### config.mk
export PLATFORM = sky130hd
export DESIGN_NAME = fss_step
export DESIGN_NICKNAME = d
export VERILOG_FILES = /design/src/fss_pkg.sv /design/src/fss_step.sv
export SDC_FILE = /design/constraint.sdc
export NUM_CORES = 1
export LEC_CHECK = 0
export BUFFER_PORTS_ARGS = -buffer_cell sky130_fd_sc_hd__buf_2
export CAP_MARGIN = 10
export CORE_AREA = 5 5 212 214
export CTS_CLUSTER_SIZE = 12
export DETAILED_ROUTE_END_ITERATION = 7
export DIE_AREA = 0 0 217 219
export GPL_TIMING_DRIVEN = 0
export HOLD_SLACK_MARGIN = 0.12
export PLACE_DENSITY = 0.74
export SLEW_MARGIN = 15
export SYNTH_ARGS = -nofsm -noshare
export SYNTH_HDL_FRONTEND = slang
export SYNTH_SLANG_ARGS = --single-unit
### constraint.sdc
create_clock -name clk -period 1.1 [get_ports clk]
set_input_delay 0.22 -clock clk [delete_from_list [all_inputs] [get_ports clk]]
set_output_delay 0.22 -clock clk [all_outputs]
set_load 0.005 [all_outputs]
### src/fss_pkg.sv
// Shared types, constants and helper functions for the Fermat spiral surface evaluator.
`default_nettype none
package fss_pkg;

	// Field fraction bits and internal angle format.
	localparam int FracBits = 16;
	localparam int AngBits  = 30;

	// Angle constants at 30 fractional bits.
	localparam logic [34:0] TwoPiQ   = 35'd6746518852;
	localparam logic [34:0] FourPiQ  = 35'd13493037704;
	localparam logic signed [35:0] PiQ     = 36'sd3373259426;
	localparam logic signed [35:0] HalfPiQ = 36'sd1686629713;
	localparam logic signed [35:0] TwoPiS  = 36'sd6746518852;
	localparam logic signed [34:0] GainQ   = 35'sd652032875;

	// Number of square root steps; also the length of the iteration pipeline.
	localparam int SqrtSteps = 32;

	// Data carried through the iteration pipeline.
	typedef struct packed {
		logic [19:0]        u;
		logic [16:0]        v;
		logic               neg;
		logic signed [34:0] x;
		logic signed [34:0] y;
		logic signed [35:0] r;
		logic [63:0]        m;
		logic [63:0]        res;
	} fss_data_t;

	// One complete result.
	typedef struct packed {
		logic [23:0] duu_z;
		logic [23:0] duu_x;
		logic [20:0] normal_z;
		logic [20:0] normal_x;
		logic [23:0] dv_y;
		logic [20:0] du_z;
		logic [20:0] du_x;
		logic [19:0] pos_z;
		logic [23:0] pos_y;
		logic [19:0] pos_x;
	} fss_result_t;

	// Arctangent of 2^-i at 30 fractional bits.
	function automatic logic signed [35:0] atan_entry(input int i);
		logic signed [35:0] val;
		case (i)
			0:  val = 36'sd843314857;
			1:  val = 36'sd497837829;
			2:  val = 36'sd263043837;
			3:  val = 36'sd133525159;
			4:  val = 36'sd67021687;
			5:  val = 36'sd33543516;
			6:  val = 36'sd16775851;
			7:  val = 36'sd8388437;
			8:  val = 36'sd4194283;
			9:  val = 36'sd2097149;
			10: val = 36'sd1048576;
			default: val = (i <= AngBits) ? (36'sd1 <<< (AngBits - i)) : 36'sd0;
		endcase
		return val;
	endfunction

	// Round half up, then arithmetic shift right.
	function automatic logic signed [63:0] rnd(input logic signed [63:0] v, input int s);
		logic signed [63:0] t;
		t = v + (64'sd1 <<< (s - 1));
		return t >>> s;
	endfunction

	// Clamp to [lo, hi].
	function automatic logic signed [63:0] sat(input logic signed [63:0] v,
		input logic signed [63:0] lo, input logic signed [63:0] hi);
		logic signed [63:0] t;
		t = (v < lo) ? lo : ((v > hi) ? hi : v);
		return t;
	endfunction

endpackage
`default_nettype wire

### src/fss_step.sv
// One pipeline stage holding a CORDIC rotation step and a square root step.
`default_nettype none
module fss_step #(
	parameter int IDX    = 0,
	parameter bit ACTIVE = 1'b1
) (
	input  wire                 clk,
	input  wire                 arst_n,
	input  wire                 adv,
	input  wire                 valid_in,
	input  fss_pkg::fss_data_t  data_in,
	output logic                valid_s1,
	output fss_pkg::fss_data_t  data_s1
);
	import fss_pkg::*;

	localparam logic [63:0] SqBit = 64'd1 << (62 - 2 * IDX);

	fss_data_t nxt;
	logic [63:0] trial;

	// Rotation toward zero residual angle, and one result bit of the root.
	always_comb begin
		nxt = data_in;
		if (ACTIVE) begin
			if (!data_in.r[35]) begin
				nxt.x = data_in.x - (data_in.y >>> IDX);
				nxt.y = data_in.y + (data_in.x >>> IDX);
				nxt.r = data_in.r - atan_entry(IDX);
			end else begin
				nxt.x = data_in.x + (data_in.y >>> IDX);
				nxt.y = data_in.y - (data_in.x >>> IDX);
				nxt.r = data_in.r + atan_entry(IDX);
			end
		end
		trial = data_in.res + SqBit;
		if (data_in.m >= trial) begin
			nxt.m   = data_in.m - trial;
			nxt.res = (data_in.res >> 1) + SqBit;
		end else begin
			nxt.res = data_in.res >> 1;
		end
	end

	// Valid bit.
	always_ff @(posedge clk or negedge arst_n) begin
		if (!arst_n) begin
			valid_s1 <= 1'b0;
		end else if (adv) begin
			valid_s1 <= valid_in;
		end
	end

	// Payload.
	always_ff @(posedge clk) begin
		if (adv) begin
			data_s1 <= nxt;
		end
	end

endmodule
`default_nettype wire

# Word-level counts from Yosys, hierarchy flattened
# Index checks and enable logic that the tools add are counted.
totals:
  regBits: 273
  output_inout_bits: 273
  wordCells: 22
classes:
  addsub: 8
  n_lt_le_gt_ge: 1
  mux: 3
op_table:
  columns: ["operator", "count"]
  rows:
  - ["106-bit two-way mux", 1]
  - ["35-bit subtractor", 2]
  - ["63-bit by 63-bit adder with 64-bit output (second input constant)", 1]
  - ["64-bit by 63-bit adder with 64-bit output (second input constant)", 1]
  - ["64-bit greater-or-equal comparator", 1]
  - ["64-bit two-way mux", 1]
  - ["64-bit subtractor", 1]
  - ["63-bit two-way mux", 1]
  - ["36-bit by 31-bit adder with 36-bit output (second input constant)", 1]
  - ["36-bit by 31-bit subtractor with 36-bit output (second input constant)", 1]
  - ["35-bit adder", 1]

# Logic depth before layout (Yosys ltp)
# Gate-level depths: netlist (run 1).
depth:
  depth_word: 3
  ltp_mapped: 15

# Worst setup path before layout (run 1)
# No wires, ideal clock.
synth_path:
  path_kind: "input port to flip-flop"
  start: "in data_in[163] (netlist name)"
  end: "reg data_s1[157] (netlist name) (data pin)"
  t_arrival_ps: 3518
  required_ps: 841
  setup_slack_ps: -2677
  stages: 11
  path_buffers: 2
  cell_sequence: "inv_1 > clkbuf_1 > clkbuf_1 > ha_1 > or4_1 > and3_1 > a311oi_1 > nor4_1 > o31ai_1 > o21ai_0 > xnor2_1"
synth_rtl:
  columns: ["element", "line_no", "source"]
  rows:
  - ["start: declaration", "fss_step.sv:11", "input fss_pkg::fss_data_t data_in,"]
  - ["end signal: assignment", "fss_step.sv:57", "data_s1 <= nxt;"]
  - ["end: declaration", "fss_step.sv:13", "output fss_pkg::fss_data_t data_s1"]

==> flow_summary.json, run 1 <==
{
  "postPlaceCellArea_sq_mm": 0.0252,
  "worst_path_largest_cell_delay_ns": 0.49,
  "critical-path-slowest-cell": "sky130_fd_sc_hd__a311o_2",
  "grt_start_max_net_pins": 69,
  "post_synth_inst_count": 2144,
  "synth_top_family_by_area": "compound AO/OA/AOI/OAI gates",
  "synth-seq-cells": 272,
  "core_area_sq_mm": 0.0427,
  "totalWireLength_um": 89000,
  "clock_latency_ns": 0.54,
  "drt_iter0_drc": 1771,
  "layout_common_cells": "528 x sky130_fd_sc_hd__buf_2, 271 x sky130_fd_sc_hd__edfxtp_1, 173 x sky130_fd_sc_hd__dlygate4sd3_1",
  "worst_hold_path_type": "in -> reg",
  "fin_crit_sh": 2.69,
  "synth_area_per_cell_sq_um": 9.62,
  "num-fill-cells": 2939,
  "synth_area_leader_cell": "sky130_fd_sc_hd__edfxtp_1",
  "fin_worst_skew_ns": 0,
  "overall_die_width_um": 217,
  "postRouteAntennaNets": 0,
  "hold_worst_slack_ns": 0.115,
  "syn_area_sq_mm": 0.0206,
  "setup_ws_ns": -1.86,
  "critical_path_arrival_ns": 3.25,
  "place.detailed.hpwl_um": 61200,
  "cp_capture_type": "flip-flop",
  "cts.sink_count": 272,
  "outcome": "complete, but fails checks",
  "vias_in_the_first_global_route": 21344,
  "violations": "setup timing",
  "critical_path.max_fanout": 3,
  "synth_to_layout_area_growth_pct": 52.9,
  "worstPathRequired_ns": 1.39,
  "ctsLongestPathBuffers": 3,
  "grt.total_usage": 0.342,
  "synth_ff_type": "sky130_fd_sc_hd__edfxtp_1",
  "critical_path.startpoint_type": "primary input",
  "synth_simple_gate_area_frac": 0.111,
  "cts-buffers-inserted": 34,
  "regToRegStartpoint": "valid_s1$_DFFE_PN0P_",
  "synth.distinct_cells": 79,
  "start_util": 0.483,
  "final_layout_size_suffix_gt1_frac": 0.392,
  "worst_r2r_endpoint": "valid_s1$_DFFE_PN0P_",
  "core.rowCount": 76,
  "number_of_enable_flip_flop_cells_after_synthesis": 271,
  "drv_cap": 0,
  "final_nets": 3543,
  "detailedRoute.firstPassIterationCount": 7,
  "p_per_area_mw_per_mm2": 1270,
  "placement.io_buffers": 548,
  "final_routed_drc_violation_total": 0,
  "die_area_sq_mm": 0.0475,
  "report.final.slew_viol_count": 0,
  "wire_length_of_the_first_global_routing_pass_um": 126000,
  "clkSlewWorstSetupHoldPaths_ns": 0.05,
  "gpl.final_weighted_congestion": 1.01,
  "dpl_worst_slack_ns": -2.81,
  "holdPathStages": 3,
  "area_share_of_the_leading_cell_type_in_the_synthesized_netlist": 0.395,
  "ports_placed_on_the_boundary": 549,
  "grt_total_ovfl": 0,
  "async_flop_share": 0.00368,
  "totalPowerFinal_mw": 40.2,
  "cts_tree": "done",
  "commonest_non_fill_non_tap_cell_in_the_layout": "sky130_fd_sc_hd__buf_2",
  "critical_setup_path_kind": "in -> reg",
  "reg2reg_setup_slack_ns": 0.36,
  "cts_max_level": 2,
  "synth-seq-area-share": 0.396,
  "maxSlewHeadroom": 0.506,
  "routed_wire_length_per_instance_um": 24.4,
  "clk_root_buffer_cell": "sky130_fd_sc_hd__clkbuf_16",
  "vdd.ir_drop.worst_v": 0.00113,
  "die_h_um": 219,
  "setup-tns-final_ns": -267.65,
  "layout.cell_area.non_filler_sq_mm": 0.0315,
  "worst_slew_pin_slew_ns": 0.736,
  "yosys.area_share.xor_xnor": 0.0675,
  "max_freq_mhz": 338,
  "layout_min_cycle_time_ns": 2.96,
  "r2r.worst_path.cells": 1,
  "initial_antenna_violation_count": 25,
  "hold_end": "data_s1[163]$_DFFE_PP_",
  "timing.final.setup_violations": 446,
  "multiplexer_share_of_the_synthesized_area": 0.0401,
  "post_drt_via_cell_ratio": 5.89,
  "rsz0062_at_grt": "yes",
  "synth_fa_ha_area_frac": 0.126,
  "worstHoldStart": "data_in[162]",
  "synth-warning-count": 0,
  "p_leak_nw": 14.0,
  "synthesis.nets": 2625,
  "synth_compound_area_frac": 0.208,
  "crit_path_cell_trace": "buf_8 -> ha_4 -> and3_4 -> a221o_1 -> a21o_1 -> a211oi_4 -> a31oi_4 -> a31o_1 -> a311o_2 -> a2111o_1 -> o21ai_2 -> xnor2_1",
  "most_area_consuming_cells_after_synthesis": "sky130_fd_sc_hd__edfxtp_1 39%, sky130_fd_sc_hd__ha_1 12%, sky130_fd_sc_hd__a21oi_1 5.5%",
  "hold_viol_final": 0,
  "route.vias.total": 21459
}
## final cells by class
type,count,area (sq um),area share
tap,546,683,0.0217
sequential,272,8160,0.259
clock buffer,40,873,0.0277
antenna,15,37.5,0.00119
inverter,200,846,0.0268
buffer,67,632,0.0200
timing repair buffer,890,6390,0.203
clock inverter,17,185,0.00587
multi-input combinational,1597,13700,0.435
## cells by family after synthesis
group,after synthesis
AOI/OAI and AO/OA,673
muxes,75
and+or+nand+nor,485
xor gates and xnor gates,159
DFF,272
buffers and inverters,275
adders and majority gates,205
## per-stage QoR
stage           util  cells
5_1_grt        0.738   3640
3_5_place_dp   0.590   3240
2_1_floorplan      -   2144
4_1_cts        0.713   3571
6_report       0.739   3644
3_3_place_gp   0.589   3238
## sequential cells by signal (all words and copies together), names as in the netlist
name      count
valid_s1      1
data_s1     271
## cells in the mapped netlist, drive strengths merged (8+ instances only)
| master | instances |
|---|---|
| o21bai | 43 |
| o31ai | 8 |
| a21oi | 225 |
| edfxtp | 271 |
| a211oi | 17 |
| mux2i | 14 |
| mux2 | 61 |
| a31oi | 19 |
| o211ai | 10 |
| and3 | 10 |
| nand2b | 23 |
| xor2 | 39 |
| inv | 194 |
| ha | 200 |
| o21a | 30 |
| clkbuf | 58 |
| nand3 | 35 |
| a21boi | 10 |
| nand4 | 29 |
| nor2b | 22 |
| and2 | 13 |
| or3 | 8 |
| a21o | 88 |
| buf | 17 |
| nand2 | 121 |
| o41ai | 8 |
| xnor2 | 120 |
| nor3 | 34 |
| nor2 | 153 |
| o21ai | 138 |
| nor4 | 19 |
## critical path, delay by kind of cell
kind	cells	cell delay (ns)
buffers and inverters	1	0.10
AO/OA/AOI/OAI	8	2.43
adder cells (fa/ha/maj)	1	0.24
AND/OR/NAND/NOR	1	0.17
XOR/XNOR	1	0.08
## per-layer routing
layer / routed length [um] / track usage / vias up
li1: - / - / 9667
met1: 32000 / 0.383 / 10271
met2: 43700 / 0.602 / 1153
met3: 6680 / 0.0730 / 348
met4: 6520 / 0.202 / 20
met5: 103 / 0 / -
## what timing repair did
action	in CTS	in global routing
endpoints found under the hold margin	177	2
hold buffers	172	1
cloned	8	1
pin swaps	153	141
resized for setup	345	153
buffers inserted	102	70
endpoints found under the setup margin	532	445
## power breakdown
group,total (mW),internal [mW],switching (mW)
combinational,15.5,7.26,8.26
sequential,13.6,13.2,0.416
clock,11.1,6.41,4.65
## how the worst max path moves through the flow
stage	start	to	slack, ns	depth (start not counted)
after floorplan	data_in[64]	data_s1[100]$_DFFE_PP_	-1.94	15
after global placement	adv	valid_s1$_DFFE_PN0P_	-4.11	2
after detailed placement	data_in[19]	data_s1[92]$_DFFE_PP_	-2.81	16
after CTS	data_in[64]	data_s1[98]$_DFFE_PP_	-1.75	18
after global routing	data_in[64]	data_s1[94]$_DFFE_PP_	-1.86	17
final	data_in[207]	data_s1[231]$_DFFE_PP_	-1.86	12
No activity file was read; power rests on OpenSTA's default activity.
==> inputs of run 2 (changes only) <==
--- a/config.mk
+++ b/config.mk
@@ -5,15 +5,17 @@
 export SDC_FILE = /design/constraint.sdc
 export NUM_CORES = 1
 export LEC_CHECK = 0
+export ABC_AREA = 1
 export BUFFER_PORTS_ARGS = -buffer_cell sky130_fd_sc_hd__buf_2
 export CAP_MARGIN = 10
-export CORE_AREA = 5 5 212 214
+export CORE_ASPECT_RATIO = 1.75
+export CORE_MARGIN = 5
+export CORE_UTILIZATION = 55
 export CTS_CLUSTER_SIZE = 12
 export DETAILED_ROUTE_END_ITERATION = 7
-export DIE_AREA = 0 0 217 219
 export GPL_TIMING_DRIVEN = 0
 export HOLD_SLACK_MARGIN = 0.12
-export PLACE_DENSITY = 0.74
+export PLACE_DENSITY = 0.81
 export SLEW_MARGIN = 15
 export SYNTH_ARGS = -nofsm -noshare
 export SYNTH_HDL_FRONTEND = slang
==> flow_summary.json, run 2 <==
{
  "synth-warning-count": 0,
  "synth-seq-cells": 272,
  "start_util": 0.556,
  "synth_area_leader_cell": "sky130_fd_sc_hd__edfxtp_1",
  "die_h_um": 289,
  "ctsLongestPathBuffers": 3,
  "vias_in_the_first_global_route": 38124,
  "placement.io_buffers": 548,
  "synth.top_cells.by_count": "1274 x sky130_fd_sc_hd__nand2_1, 641 x sky130_fd_sc_hd__inv_1, 320 x sky130_fd_sc_hd__nor2_1, 271 x sky130_fd_sc_hd__edfxtp_1, 250 x sky130_fd_sc_hd__nand3_1",
  "synth_area_per_cell_sq_um": 6.70,
  "grt.total_usage": 0.638,
  "ports_placed_on_the_boundary": 549,
  "gpl.final_weighted_congestion": 1.08,
  "wire_length_of_the_first_global_routing_pass_um": 234000,
  "most_area_consuming_cells_after_synthesis": "sky130_fd_sc_hd__edfxtp_1 33%, sky130_fd_sc_hd__nand2_1 19%, sky130_fd_sc_hd__ha_1 10%",
  "post_synth_inst_count": 3662,
  "synth_ff_type": "sky130_fd_sc_hd__edfxtp_1",
  "cts_max_level": 1,
  "cts.sink_count": 272,
  "async_flop_share": 0.00368,
  "place.detailed.hpwl_um": 85300,
  "overall_die_width_um": 170,
  "clk_root_buffer_cell": "sky130_fd_sc_hd__clkbuf_16",
  "synth-seq-area-share": 0.333,
  "synth.distinct_cells": 48,
  "synthesis.nets": 4143,
  "grt_start_max_net_pins": 108,
  "number_of_enable_flip_flop_cells_after_synthesis": 271,
  "lastStage": "global routing",
  "outcome": "aborted with a tool error",
  "firstError": "[ERROR GRT-0116] Global routing finished with congestion. Check the congestion regions in the DRC Viewer.",
  "most_repeated_cell_in_the_gate_level_netlist_after_synthesis": "sky130_fd_sc_hd__nand2_1",
  "grt_total_ovfl": 15,
  "syn_area_sq_mm": 0.0245,
  "postPlaceCellArea_sq_mm": 0.0301,
  "area_share_of_the_leading_cell_type_in_the_synthesized_netlist": 0.332,
  "cts-buffers-inserted": 28,
  "core.rowCount": 102
}
[run 2: cell families after synthesis]
group	synth area share
simple gates	0.326
buf+inv	0.113
compound gates	0.0914
flops	0.333
fa+ha+maj	0.106
xor+xnor	0.0303
mux	0.000459
[run 2: stage by stage]
step                worst slack (ns)  hold WS [ns]  utilization  instances
CTS                           -0.727        0.0134        0.881       5233
detailed placement             -2.34        0.0213        0.683       4784
global placement               -4.02        0.0201        0.681       4782
floorplan                      -1.01       -0.0756            -       3662
[run 2: routing by layer]
layer / GRT usage / GRT overflow
met2: 0.905 / 6
met4: 0.720 / 7
met3: 0.389 / 2
met1: 0.575 / 0
met5: 0.0961 / 0
[run 2: timing repair]
item                                    4_1_cts
endpoints found under the setup margin      442
hold buffers                                170
gates resized for setup                    1062
cloned                                        9
endpoints found under the hold margin       187
pin swaps                                   389
setup buffers                               237
==> inputs of run 3 (changes only) <==
--- a/config.mk
+++ b/config.mk
@@ -8,14 +8,11 @@
 export ABC_AREA = 1
 export BUFFER_PORTS_ARGS = -buffer_cell sky130_fd_sc_hd__buf_2
 export CAP_MARGIN = 10
-export CORE_ASPECT_RATIO = 1.75
 export CORE_MARGIN = 5
-export CORE_UTILIZATION = 55
-export CTS_CLUSTER_SIZE = 12
+export CORE_UTILIZATION = 40
 export DETAILED_ROUTE_END_ITERATION = 7
 export GPL_TIMING_DRIVEN = 0
-export HOLD_SLACK_MARGIN = 0.12
-export PLACE_DENSITY = 0.81
+export PLACE_DENSITY_LB_ADDON = 0.15
 export SLEW_MARGIN = 15
 export SYNTH_ARGS = -nofsm -noshare
 export SYNTH_HDL_FRONTEND = slang
==> flow_summary.json, run 3 <==
{
  "outcome": "complete, but fails checks",
  "violations": "setup timing",
  "num-fill-cells": 4914,
  "seqPwrFrac": 0.292,
  "die_h_um": 258,
  "ctsLongestPathBuffers": 3,
  "power.internal_mw": 28.3,
  "sw_frac_of_total": 0.385,
  "critical_path.max_fanout": 7,
  "dpl_worst_slack_ns": -1.96,
  "worst_path_largest_cell_delay_ns": 0.24,
  "core_area_sq_mm": 0.0606,
  "reg.largest.list": "data_s1 x271, valid_s1 x1",
  "r2r.worst_path.cells": 1,
  "grt_start_max_net_pins": 107,
  "synth.distinct_cells": 48,
  "regToRegStartpoint": "valid_s1$_DFFE_PN0P_",
  "holdPathStages": 3,
  "p_comb_frac": 0.464,
  "hold_end": "data_s1[103]$_DFFE_PP_",
  "worstPathRequired_ns": 1.41,
  "synth_ff_type": "sky130_fd_sc_hd__edfxtp_1",
  "post_synth_inst_count": 3662,
  "synthesis.nets": 4143,
  "cts_max_level": 2,
  "wire_length_of_the_first_global_routing_pass_um": 158000,
  "fin_worst_skew_ns": 0,
  "synth_area_leader_cell": "sky130_fd_sc_hd__edfxtp_1",
  "fin_crit_sh": 1.73,
  "postRouteAntennaNets": 0,
  "synth-seq-cells": 272,
  "clk_root_buffer_cell": "sky130_fd_sc_hd__clkbuf_16",
  "gpl.final_weighted_congestion": 1.01,
  "report.final.slew_viol_count": 0,
  "vdd.ir_drop.worst_v": 0.000994,
  "synth-warning-count": 0,
  "worst_path_dominant_cell_family": "buffers and inverters",
  "setup-tns-final_ns": -146.83,
  "overall_die_width_um": 258,
  "reg2reg_setup_slack_ns": 0.36,
  "initial_antenna_violation_count": 20,
  "cts.sink_count": 272,
  "route.vias.total": 29137,
  "worst_hold_path_type": "in -> reg",
  "final_nets": 5149,
  "synth_to_layout_area_growth_pct": 67.9,
  "totalPowerFinal_mw": 46.0,
  "drv_cap": 0,
  "async_flop_share": 0.00368,
  "worst_r2r_endpoint": "valid_s1$_DFFE_PN0P_",
  "maxSlewHeadroom": 0.273,
  "most_area_consuming_cells_after_synthesis": "sky130_fd_sc_hd__edfxtp_1 33%, sky130_fd_sc_hd__nand2_1 19%, sky130_fd_sc_hd__ha_1 10%",
  "p_leak_nw": 19.7,
  "number_of_enable_flip_flop_cells_after_synthesis": 271,
  "cp_capture_type": "flip-flop",
  "place.detailed.hpwl_um": 84600,
  "final_layout_size_suffix_gt1_frac": 0.443,
  "syn_area_sq_mm": 0.0245,
  "power_switching_mw": 17.7,
  "critical_setup_path_kind": "in -> reg",
  "commonest_non_fill_non_tap_cell_in_the_layout": "sky130_fd_sc_hd__nand2_1",
  "multi_input_comb_area_sq_mm": 0.0200,
  "synth-seq-area-share": 0.333,
  "post_drt_via_cell_ratio": 5.31,
  "cts-buffers-inserted": 34,
  "final_routed_drc_violation_total": 0,
  "crit_path_cell_trace": "buf_16 -> clkbuf_16 -> clkinv_8 -> clkbuf_16 -> buf_16 -> ha_4 -> a21o_1 -> a21oi_2 -> nor2_1 -> nor2_1 -> nand3_2 -> nand2_1 -> nand2_1 -> xor2_1",
  "utilization": 0.680,
  "clkSlewWorstSetupHoldPaths_ns": 0.05,
  "placement.io_buffers": 548,
  "largest-register": "data_s1",
  "die_area_sq_mm": 0.0664,
  "rsz0062_at_grt": "yes",
  "clock_power_frac": 0.245,
  "synth_area_per_cell_sq_um": 6.70,
  "critical_path.startpoint_type": "primary input",
  "layout_min_cycle_time_ns": 1.90,
  "core.rowCount": 90,
  "area_share_of_the_leading_cell_type_in_the_synthesized_netlist": 0.332,
  "hold_viol_final": 0,
  "totalWireLength_um": 115000,
  "most_repeated_cell_in_the_gate_level_netlist_after_synthesis": "sky130_fd_sc_hd__nand2_1",
  "routed_wire_length_per_instance_um": 21.1,
  "grt.total_usage": 0.306,
  "worstHoldStart": "data_in[103]",
  "drt_iter0_drc": 2531,
  "largest_register_ff_count": 271,
  "cts_tree": "done",
  "detailedRoute.firstPassIterationCount": 6,
  "critical_path_arrival_ns": 2.21,
  "max_freq_mhz": 526,
  "worst_slew_pin_slew_ns": 1.09,
  "vias_in_the_first_global_route": 26635,
  "path_buf_inv": 5,
  "timing.final.setup_violations": 441,
  "postPlaceCellArea_sq_mm": 0.0304,
  "start_util": 0.405,
  "clock_latency_ns": 0.54,
  "layout_common_cells": "931 x sky130_fd_sc_hd__nand2_1, 522 x sky130_fd_sc_hd__inv_1, 490 x sky130_fd_sc_hd__buf_2",
  "layout.cell_area.non_filler_sq_mm": 0.0412,
  "grt_total_ovfl": 0,
  "setup_ws_ns": -0.802,
  "synth.top_cells.by_count": "1274 x sky130_fd_sc_hd__nand2_1, 641 x sky130_fd_sc_hd__inv_1, 320 x sky130_fd_sc_hd__nor2_1, 271 x sky130_fd_sc_hd__edfxtp_1, 250 x sky130_fd_sc_hd__nand3_1",
  "critical-path-slowest-cell": "sky130_fd_sc_hd__ha_4",
  "p_per_area_mw_per_mm2": 1120,
  "ports_placed_on_the_boundary": 549,
  "area.sequential_sq_mm": 0.00816
}
-- run 3: cell counts after synthesis --
No cell type changed its count.
-- run 3: cell type report --
type | instances | area share
timing repair buffer | 982 | 0.183
buffer | 40 | 0.0135
timing repair inverter | 1 | 0.000273
multi-input combinational | 2678 | 0.486
antenna | 11 | 0.000668
sequential | 272 | 0.198
clock buffer | 39 | 0.0216
inverter | 659 | 0.0678
tap | 782 | 0.0237
clock inverter | 21 | 0.00495
-- run 3: worst max-delay path by stage --
stage / end / cells after the start / slack, ns / startpoint
after floorplan: data_s1[151]$_DFFE_PP_ / 14 / -1.01 / data_in[163]
after global placement: valid_s1$_DFFE_PN0P_ / 2 / -4.36 / adv
after detailed placement: data_s1[157]$_DFFE_PP_ / 15 / -1.96 / data_in[163]
after CTS: data_s1[112]$_DFFE_PP_ / 19 / -0.71 / data_in[64]
after global routing: data_s1[162]$_DFFE_PP_ / 15 / -0.83 / data_in[163]
final: data_s1[154]$_DFFE_PP_ / 14 / -0.80 / data_in[163]
-- run 3: cell families after synthesis --
logic type / after synthesis / share of synthesized area
compound gates: 424 / 0.0914
buf+inv: 712 / 0.113
simple gates: 1963 / 0.326
flops: 272 / 0.333
fa+ha+maj: 205 / 0.106
mux: 1 / 0.000459
xor+xnor: 85 / 0.0303
-- run 3: routing by layer --
layer  up-vias  part of all wire  track usage
met1     13776              0.40        0.391
li1      13693                 -            -
met4        14             0.048        0.106
met5         -           0.00099            0
met2      1324              0.47        0.516
met3       330             0.079       0.0648
-- run 3: repair_timing --
action	CTS	global route
gates cloned	11	3
buffers inserted	111	154
hold buffers	158	0
resized for setup	624	824
endpoints found under the setup margin	443	486
endpoints found under the hold margin	158	0
pin swaps	170	342
-- run 3: power groups by stage --
stage	Sequential, mW	Clock, mW	Combinational (mW)
floorplan	13.8	0	8.42
global placement	13.7	0	14.2
detailed placement	13.6	0	14.2
CTS	13.4	11.5	17.5
global route	13.5	11.9	22.5
finish	13.4	11.3	21.3
-- run 3: metrics by stage --
step	cells	hold WS (ns)
2_1_floorplan	3662	-0.0756
3_3_place_gp	4992	-0.00544
3_5_place_dp	4994	-0.00275
4_1_cts	5324	-0.0184
5_1_grt	5482	0.00556
6_report	5485	0.00948
